--- config.mk ---
export PLATFORM = sky130hd
export DESIGN_NAME = clock_page_replacement_top
export DESIGN_NICKNAME = d
export VERILOG_FILES = /design/src/sv/cpr_pkg.sv /design/src/sv/clock_page_replacement_top.sv
export SDC_FILE = /design/constraint.sdc
export NUM_CORES = 1
export LEC_CHECK = 0
export BUFFER_PORTS_ARGS = -buffer_cell sky130_fd_sc_hd__buf_4
export CORE_UTILIZATION = 53
export DETAILED_ROUTE_END_ITERATION = 8
export PLACE_DENSITY = 0.76
export SLEW_MARGIN = 30
export SYNTH_ARGS = -nofsm -noshare
export SYNTH_HDL_FRONTEND = slang
export SYNTH_SLANG_ARGS = --single-unit
--- constraint.sdc ---
create_clock -name clk -period 2.9 [get_ports clk]
set_clock_uncertainty 0.1 [all_clocks]
set_input_delay 0.725 -clock clk [delete_from_list [all_inputs] [get_ports clk]]
set_output_delay 0.725 -clock clk [all_outputs]
set_load 0.01 [all_outputs]
--- src/sv/cpr_pkg.sv ---
// shared constants and types for the clock page replacement block
package cpr_pkg;

	localparam int MAX_FRAMES = 8;
	localparam int PAGE_BITS  = 16;
	localparam int IDX_W      = $clog2(MAX_FRAMES);
	localparam int CNT_W      = 4;
	localparam int APB_AW     = 3;
	localparam int APB_DW     = 32;

	localparam logic [CNT_W-1:0] FRAMES_RESET = CNT_W'(MAX_FRAMES);

	// register select: paddr[2] picks the register slot
	localparam logic REG_FRAMES_IN_USE = 1'b0;

	typedef enum logic [1:0] {
		ST_IDLE,
		ST_LOOKUP,
		ST_SWEEP,
		ST_DONE
	} cpr_state_t;

endpackage

--- src/sv/clock_page_replacement_top.sv ---
// clock page replacement: frame table, clock hand sweep and register port
//
// channel  direction  handshake              payload
// in       input      in_valid / in_stall    page_number
// out      output     out_valid / out_stall  hit, frame_index, evicted_valid, evicted_page
// cfg      input      apb psel/penable       paddr, pwdata, prdata
//
// a hit steps through accept, one parallel tag compare and result load
// a miss adds a sweep after the compare: the hand advances one frame per cycle through a
// single increment and wrap unit until a free or unreferenced frame
// reset clears the hand, all occupied and reference bits, frames_in_use goes to 8
// in_stall is high from the transfer until the result sits in the output register;
// a result held by out_stall blocks only the load of the following result
module clock_page_replacement_top
	import cpr_pkg::*;
(
	input  logic                 clk,
	input  logic                 arst_n,
	input  logic                 in_valid,
	output logic                 in_stall,
	input  logic [PAGE_BITS-1:0] page_number,
	output logic                 out_valid,
	input  logic                 out_stall,
	output logic                 hit,
	output logic [IDX_W-1:0]     frame_index,
	output logic                 evicted_valid,
	output logic [PAGE_BITS-1:0] evicted_page,
	input  logic                 psel,
	input  logic                 penable,
	input  logic                 pwrite,
	input  logic [APB_AW-1:0]    paddr,
	input  logic [APB_DW-1:0]    pwdata,
	output logic [APB_DW-1:0]    prdata,
	output logic                 pready
);

	cpr_state_t state_q, state_d;

	logic [CNT_W-1:0]     frames_q;
	logic [IDX_W-1:0]     hand_q;
	logic [MAX_FRAMES-1:0] occ_q;
	logic [MAX_FRAMES-1:0] ref_q;
	logic [PAGE_BITS-1:0] page_q [MAX_FRAMES];
	logic [PAGE_BITS-1:0] cur_page_q;

	logic                 res_hit_q;
	logic [IDX_W-1:0]     res_idx_q;
	logic                 res_ev_q;
	logic [PAGE_BITS-1:0] res_evpage_q;

	logic                 out_valid_q;
	logic                 hit_q;
	logic [IDX_W-1:0]     frame_index_q;
	logic                 evicted_valid_q;
	logic [PAGE_BITS-1:0] evicted_page_q;

	logic [CNT_W-1:0] active_n;
	logic             hand_oor;
	logic [CNT_W-1:0] hand_inc;
	logic [IDX_W-1:0] hand_next;
	logic             lookup_hit;
	logic [IDX_W-1:0] lookup_idx;
	logic             slot_free;
	logic             in_xfer;
	logic             out_xfer;
	logic             out_load;
	logic             cfg_wr;

	// frame count with zero and overflow clamped
	always_comb begin
		if (frames_q == '0) begin
			active_n = CNT_W'(1);
		end else if (frames_q > CNT_W'(MAX_FRAMES)) begin
			active_n = CNT_W'(MAX_FRAMES);
		end else begin
			active_n = frames_q;
		end
	end

	// single hand increment and wrap unit
	assign hand_oor  = {1'b0, hand_q} >= active_n;
	assign hand_inc  = {1'b0, hand_q} + CNT_W'(1);
	assign hand_next = (hand_inc == active_n) ? '0 : hand_inc[IDX_W-1:0];
	assign slot_free = !occ_q[hand_q] || !ref_q[hand_q];

	// parallel tag compare, lowest matching frame wins
	always_comb begin
		lookup_hit = 1'b0;
		lookup_idx = '0;
		for (int i = MAX_FRAMES - 1; i >= 0; i--) begin
			if ((CNT_W'(i) < active_n) && occ_q[i] && (page_q[i] == cur_page_q)) begin
				lookup_hit = 1'b1;
				lookup_idx = IDX_W'(i);
			end
		end
	end

	// next state
	always_comb begin
		state_d = state_q;
		unique case (state_q)
			ST_IDLE: begin
				if (in_valid) state_d = ST_LOOKUP;
			end
			ST_LOOKUP: begin
				state_d = lookup_hit ? ST_DONE : ST_SWEEP;
			end
			ST_SWEEP: begin
				if (slot_free) state_d = ST_DONE;
			end
			ST_DONE: begin
				if (!out_valid_q || !out_stall) state_d = ST_IDLE;
			end
			default: state_d = ST_IDLE;
		endcase
	end

	// control outputs
	always_comb begin
		in_stall = 1'b1;
		out_load = 1'b0;
		unique case (state_q)
			ST_IDLE:   in_stall = 1'b0;
			ST_LOOKUP: in_stall = 1'b1;
			ST_SWEEP:  in_stall = 1'b1;
			ST_DONE:   out_load = !out_valid_q || !out_stall;
			default:   in_stall = 1'b1;
		endcase
	end

	assign in_xfer  = in_valid && !in_stall;
	assign out_xfer = out_valid_q && !out_stall;
	assign cfg_wr   = psel && penable && pwrite && pready;

	always_ff @(posedge clk or negedge arst_n) begin
		if (!arst_n) begin
			state_q     <= ST_IDLE;
			frames_q    <= FRAMES_RESET;
			hand_q      <= '0;
			occ_q       <= '0;
			ref_q       <= '0;
			out_valid_q <= 1'b0;
		end else begin
			state_q <= state_d;
			if (cfg_wr && (paddr[2] == REG_FRAMES_IN_USE)) begin
				frames_q <= pwdata[CNT_W-1:0];
			end
			if (state_q == ST_LOOKUP) begin
				if (lookup_hit) begin
					ref_q[lookup_idx] <= 1'b1;
				end
				if (hand_oor) begin
					hand_q <= '0;
				end
			end
			if (state_q == ST_SWEEP) begin
				hand_q <= hand_next;
				if (slot_free) begin
					occ_q[hand_q] <= 1'b1;
					ref_q[hand_q] <= 1'b1;
				end else begin
					ref_q[hand_q] <= 1'b0;
				end
			end
			if (out_load) begin
				out_valid_q <= 1'b1;
			end else if (out_xfer) begin
				out_valid_q <= 1'b0;
			end
		end
	end

	// payload registers
	always_ff @(posedge clk) begin
		if (in_xfer) begin
			cur_page_q <= page_number;
		end
		if (state_q == ST_LOOKUP) begin
			res_hit_q    <= lookup_hit;
			res_idx_q    <= lookup_idx;
			res_ev_q     <= 1'b0;
			res_evpage_q <= '0;
		end
		if ((state_q == ST_SWEEP) && slot_free) begin
			page_q[hand_q] <= cur_page_q;
			res_idx_q      <= hand_q;
			res_ev_q       <= occ_q[hand_q];
			res_evpage_q   <= occ_q[hand_q] ? page_q[hand_q] : '0;
		end
		if (out_load) begin
			hit_q           <= res_hit_q;
			frame_index_q   <= res_idx_q;
			evicted_valid_q <= res_ev_q;
			evicted_page_q  <= res_evpage_q;
		end
	end

	assign out_valid     = out_valid_q;
	assign hit           = hit_q;
	assign frame_index   = frame_index_q;
	assign evicted_valid = evicted_valid_q;
	assign evicted_page  = evicted_page_q;

	assign pready = 1'b1;
	assign prdata = (paddr[2] == REG_FRAMES_IN_USE) ? APB_DW'(frames_q) : '0;

endmodule

Yosys cells after proc, flatten, opt, wreduce, memory -nomap -nowiden
Memory sizes are Yosys's and may differ from the RTL's. Index checks and enable logic that the tools add are counted.

Bits in latches: 0. Memory bits (writable): 128. ROM bits: 0. Register bits after elaboration: 84. Memories kept: 1. Logic and storage cells: 144. Input port bits: 58. Output and inout bits: 56.

Divide/modulo/power cells: 0. $lt $le $gt $ge: 14. Equal/unequal tests: 15. Reductions and logical operators: 39. Muxes and demuxes: 53. $mul: 0. Bitwise operators: 6. Add/sub/neg operators: 1. Shift operators: 0.

Memories: page_q (words 8, width 16, rd ports 9, clocked after Yosys merged registers in 0, wr ports 1, line clock_page_replacement_top.sv:43) `logic [PAGE_BITS-1:0] page_q [MAX_FRAMES];`.

Operators with widths (count): $eq A16 B16 Y1 (8); $mux W16 (3); $mux W3 (14); $mux W8 (4); $logic_and A1 B1 Y1 (24); $or A8 B8 Y8 (3); $mux W1 (21); $lt A3 B4 Y1 const A (4); $mux W4 (3); $and A8 B8 Y8 (1); $lt A1 B4 Y1 const A (2); $lt A2 B4 Y1 const A (2); $lt A3 B4 Y1 const B (2); $not A8 Y8 (1); $pmux W2 S4 (1); $reduce_bool A2 Y1 (4); $bmux W1 S3 (2); $demux W1 S3 (2); $ge A3 B1 Y1 const B (2); $mux W2 (3); $ne A2 B2 Y1 const B (3); $add A3 B1 Y4 const B (1); $eq A2 B2 Y1 const B (2); $eq A4 B4 Y1 (1); other kinds (10) (15).

Logic depth before layout (Yosys ltp)
Depth in word-level cells: 24. Depth in mapped cells: 13. Mapped depth without buffers: 12.

Worst setup path before layout
No wires, ideal clock.

Path kind: reg2reg. Start point: register hand_q[1]. End point: memory page_q[3][0], enable pin. Required time: 2389 ps. Library setup time: 411 ps. Path buffers: 2. Period minus slack after synthesis: 3232 ps. Cell stages (with the launch flop): 9. Slack: -332 ps. Arrival: 2722 ps. Path through: dfrtp_1 -> buf_2 -> buf_4 -> nand2_1 -> nor2_1 -> a22oi_1 -> a41oi_1 -> nand2b_1 -> nor3_1.

Cells in the longest elaborated chain, start to end: 7. Elaborated cells on any way between the ends: 10. Those cells by class: mux (6); reduce/logical (4).

RTL lines: start, declared (line clock_page_replacement_top.sv:40) `logic [IDX_W-1:0] hand_q;`; start signal, assigned (line clock_page_replacement_top.sv:157) `hand_q <= hand_next;`; $bmux W1 S3 (line clock_page_replacement_top.sv:84) `assign slot_free = !occ_q[hand_q] || !ref_q[hand_q];`; $mux W1 (implied by the code) (line clock_page_replacement_top.sv:84); $logic_not A1 Y1 (line clock_page_replacement_top.sv:84); $logic_or A1 B1 Y1 (line clock_page_replacement_top.sv:84); $logic_and A1 B1 Y1 (line clock_page_replacement_top.sv:184) `if ((state_q == ST_SWEEP) && slot_free) begin`; $mux W1 (line clock_page_replacement_top.sv:184); $mux W1 (implied by the code) (line clock_page_replacement_top.sv:185) `page_q[hand_q] <= cur_page_q;`; end, declared (line clock_page_replacement_top.sv:43).

Parallel ways exist; a longest one is shown, timed or not. The select of a mux whose other input is x is not followed.

Worst setup path after layout
Start point: register cur_page_q[2]. End point: register ref_q[6].

Cells in the longest elaborated chain, start to end: 20. Elaborated cells on any way between the ends: 44. Those cells by class: order compare (2); eq/ne (8); mux (22); bitwise (3); reduce/logical (9).

RTL lines: start, declared (line clock_page_replacement_top.sv:44) `logic [PAGE_BITS-1:0] cur_page_q;`; start signal, assigned (line clock_page_replacement_top.sv:176) `cur_page_q <= page_number;`; $eq A16 B16 Y1 (line clock_page_replacement_top.sv:91) `if ((CNT_W'(i) < active_n) && occ_q[i] && (page_q[i] == cur_page_q)) begin`; $logic_and A1 B1 Y1 (line clock_page_replacement_top.sv:91); $mux W3 (8 in series) (line clock_page_replacement_top.sv:91); $lt A3 B4 Y1 (implied by the code) or $ge A3 B1 Y1 (tied branches) (line clock_page_replacement_top.sv:150) `ref_q[lookup_idx] <= 1'b1;`; $logic_and A1 B1 Y1 (implied by the code) (line clock_page_replacement_top.sv:150); $mux W1 (implied by the code) (line clock_page_replacement_top.sv:150); $demux W1 S3 (line clock_page_replacement_top.sv:150); $or A8 B8 Y8 (no line); $mux W8 (*) (line clock_page_replacement_top.sv:149) `if (lookup_hit) begin`; $mux W8 (*) (line clock_page_replacement_top.sv:148) `if (state_q == ST_LOOKUP) begin`; $and A8 B8 Y8 (no line) or $or A8 B8 Y8 (tied branches); $mux W8 (line clock_page_replacement_top.sv:158) `if (slot_free) begin`; $mux W8 (*) (line clock_page_replacement_top.sv:156) `if (state_q == ST_SWEEP) begin`; end signal, assigned by index (line clock_page_replacement_top.sv:150); end signal, assigned by index (line clock_page_replacement_top.sv:160) `ref_q[hand_q] <= 1'b1;`; end signal, assigned by index (line clock_page_replacement_top.sv:162) `ref_q[hand_q] <= 1'b0;`; end, declared (line clock_page_replacement_top.sv:42) `logic [MAX_FRAMES-1:0] ref_q;`.

Every way passes the cells marked *; elsewhere a longest branch is shown, timed or not. A chain may end at the register's enable or synchronous reset.

==> impl_results.md <==
- RSZ-0062 raised after global routing: true
- Number of global-route vias before repair: 6814
- Routed vias/inst: roughly 6
- Worst Path Max Fanout: 8
- CTS root buf: clkbuf_16
- Fin. Hold Viols: 0
- Core Area: approximately 0.019 mm^2
- NetSw: between 3 and 4 mW
- Pwr Total: around 10 mW
- Cts bufs inserted: 22
- Die width: 140.9 um
- Setup TNS: 0 ns
- Synth Instances: a little under 800
- Mapped Avg Cell Area: ~13 um^2
- First-pass GRT wire length: between 40000 and 50000 um
- Drc violations: 0
- Starting Density: 54.33%
- Final min period: approximately 2.9 ns
- Sw Ratio: 31.61%
- Slew margin rel.: 62.61%
- Hold Slack: roughly 0.022 ns
- IO Port Bufs: between 50 and 60
- Finished Core Util: roughly two thirds
- Yosys reg bits: between 200 and 250
- Cell Int Power: roughly 7.0 mW
- Clock sinks: ~210
- Initial antenna violation count: 0
- Worst vdd ir: between 0.5 and 0.6 mV
- Final Setup Violations: 0
- DRT Wirelength: 28950 um
- Final instance area: 0.01223 mm^2
- Detail Placement HPWL: roughly 21000 um
- Post-DP Area: between 0.01 and 0.015 mm^2
- Clock network power share: 29.1%
- Share of cells above drive strength 1: a little under a quarter
- Max-slew violation count: 0
- Yosys cell types: 61
- Syn. warnings: 0
- Power Density: roughly 840 mW/mm^2
- HP Class: input port to asynchronous set/reset pin
- Sequential area share after synthesis: 60.97%
- Critical path class: flip-flop to flip-flop
- Row cnt: 50
- Final ANT Viol Nets: 0
- DRT iter0 DRCs: 660
- Antenna Cells: 0
- Highest Clock Rate: roughly 350 MHz
- Clk_lat worst skew: approximately 0.52 ns
- IO Pins: ~110
- CTS H-tree lvls: 1
- CTS Buffer Depth: 3
- Worst Path Required: roughly 3.2 ns
- Cell Area, Synth: just over 0.01 mm^2
- Leakage Power: around 4.4 nW
- Wirelength per Cell: approximately 25 um
- GRT Overall Usage: slightly below 30%
- TritonRoute pass-1 iters: 6
- Worst-margin pin slew: between 0.5 and 0.6 ns
- Area growth, synth to finish: 19.52%
- Post-layout net count: roughly 960
- CP arrival: about 3.2 ns
- Remaining global-route overflow: 0
- Final period util: ~99%
- Async SR Flop Fraction: between 10% and 20%
- Gp weighted congestion: around 1.0
- Post-synth EDFFs: between 150 and 200
- Sequential Power Share: between 40% and 50%
- Startpoint types: flip-flop
- TritonCTS clock tree: done
- Status: finished clean
- Max-cap violation count: 0
- Die height: about 140 um
- Top FF cell, synth: edfxtp_1
- Total number of vias: about 7000
- CP Capture Type: flip-flop
- Clock transition at path regs: 0.06 ns
- Largest net degree at the start of global routing: 27
- Combinational share of power: between 20% and 30%
- Die footprint: roughly 0.020 mm^2
-- through the flow --
stage,instances,worst slack (ns)
finish,1173,0.03007
global route,1173,-0.07879
CTS,1170,0.004375
detailed placement,1129,-0.01372
global placement,1129,0.01405
floorplan,799,-0.3322
-- critical path, cell delays in order, from the launching register on --
cell and delay (ns):
edfxtp_1 0.52, buf_4 0.22, xor2_1 0.18, or4b_1 0.48, nor3_1 0.24, buf_4 0.18, nor3b_1 0.07, a221oi_4 0.44
nand3_1 0.13, a22oi_1 0.21
-- power groups by stage --
stage / combinational [mW] / clock, mW / sequential, mW
floorplan: 1.55 / 0 / 4.38
global placement: 2.77 / 0 / 4.35
detailed placement: 2.81 / 0 / 4.38
CTS: 2.83 / 2.99 / 4.32
global route: 3.11 / 3.10 / 4.38
finish: 2.91 / 2.97 / 4.33
-- path summary, 6_finish.rpt --
check / start / end / slack [ns] / depth (start not counted)
max in group asynchronous: arst_n / frames_q[3] / 2.37 / 1
hold reg to reg: res_idx_q[2] / frame_index[2] / 0.32 / 0
hold / removal: arst_n / occ_q[4] / 0.02 / 1
setup reg to reg: cur_page_q[2] / ref_q[6] / 0.03 / 9
setup / recovery: cur_page_q[2] / ref_q[6] / 0.03 / 9
min in group clk: page_number[10] / cur_page_q[10] / 0.28 / 1
-- final cells by class --
cell class | instances | area [um^2]
Fill cell | 1387 | 6604
Inverter | 8 | 30.03
Sequential cell | 212 | 6237
Clock inverter | 17 | 192.7
Tap cell | 260 | 325.3
Timing Repair Buffer | 140 | 1101
Clock buffer | 23 | 575.6
Multi-Input combinational cell | 513 | 3765
-- routing by layer --
metal | up-vias | part of all wire [%] | track usage [%] | wire length [um]
met5 | - | 0 | 0 | 0
met4 | 0 | 3.9 | 10.87 | 1118
li1 | 3157 | - | - | -
met1 | 3483 | 41 | 40.42 | 11850
met3 | 78 | 9.3 | 5.774 | 2705
met2 | 455 | 46 | 47.19 | 13270
-- cells in the final DEF (no fill, tap or decap), types with 6 or more instances in the layout --
master / n
a21oi_1: 15
a221oi_1: 15
a22o_1: 16
a22oi_1: 39
a31oi_1: 15
and2_1: 6
buf_4: 136
clkbuf_16: 23
clkinv_2: 8
conb_1: 29
dfrtp_1: 25
edfxtp_1: 186
ha_1: 9
inv_1: 7
nand2_1: 26
nand2b_1: 8
nand3_1: 15
nand4_1: 22
nor2_1: 30
nor2b_1: 7
nor3_1: 9
nor3b_1: 7
nor4_1: 24
o21ai_0: 9
or2_2: 7
or4_1: 8
xnor2_1: 43
xor2_1: 82
-- sequential cells by signal (all words and copies together) (netlist names), 4 cells and up --
signal	cells
page_q	128
cur_page_q	16
evicted_page	16
res_evpage_q	16
occ_q	8
ref_q	8
frames_q	4
-- what timing repair did --
item | CTS | global route
buffers inserted | 1 | 3
endpoints found under the setup margin | 1 | 11
pin swaps | 0 | 5
resized for setup | 1 | 16
hold buffers | 0 | 0
-- cell usage after synthesis (3+ instances only) --
cell	number	area, um^2
or3_1	5	31.28
a22o_1	16	140.1
clkbuf_1	14	52.55
nor3b_2	3	37.54
a21oi_1	15	75.07
mux2i_1	4	40.04
buf_2	16	80.08
edfxtp_1	186	5585
nand4b_1	4	35.03
and2_1	6	37.54
nand2_1	26	97.59
o21ai_0	11	55.05
nand4_1	22	137.6
or2_2	7	43.79
nand2b_1	8	50.05
nor3b_1	7	52.55
nor2b_1	7	43.79
a22oi_1	39	292.8
nor4b_1	4	35.03
inv_1	7	26.28
dfrtp_1	25	625.6
xor2_1	83	727.0
mux2_2	5	56.30
or4_1	9	67.56
nor3_1	12	60.06
nand3_1	15	75.07
a31oi_1	15	93.84
or2_1	3	18.77
buf_4	33	247.7
nor4_1	25	156.4
a221oi_1	15	131.4
ha_1	9	112.6
o31ai_1	3	22.52
xnor2_1	47	411.6
nor2_1	30	112.6
-- kinds of logic (layout without fill, tap and decap cells) --
logic type	after synthesis	after routing	share of synthesized area [%]
xor+xnor	130	130	11.13
compound gates	130	130	9.357
other cells	2	29	0.07341
buf+inv	74	188	4.269
mux	11	11	1.382
fa+ha+maj	9	9	1.101
flops	212	212	60.97
simple gates	204	204	11.72
(Power assumes the default switching activity.)
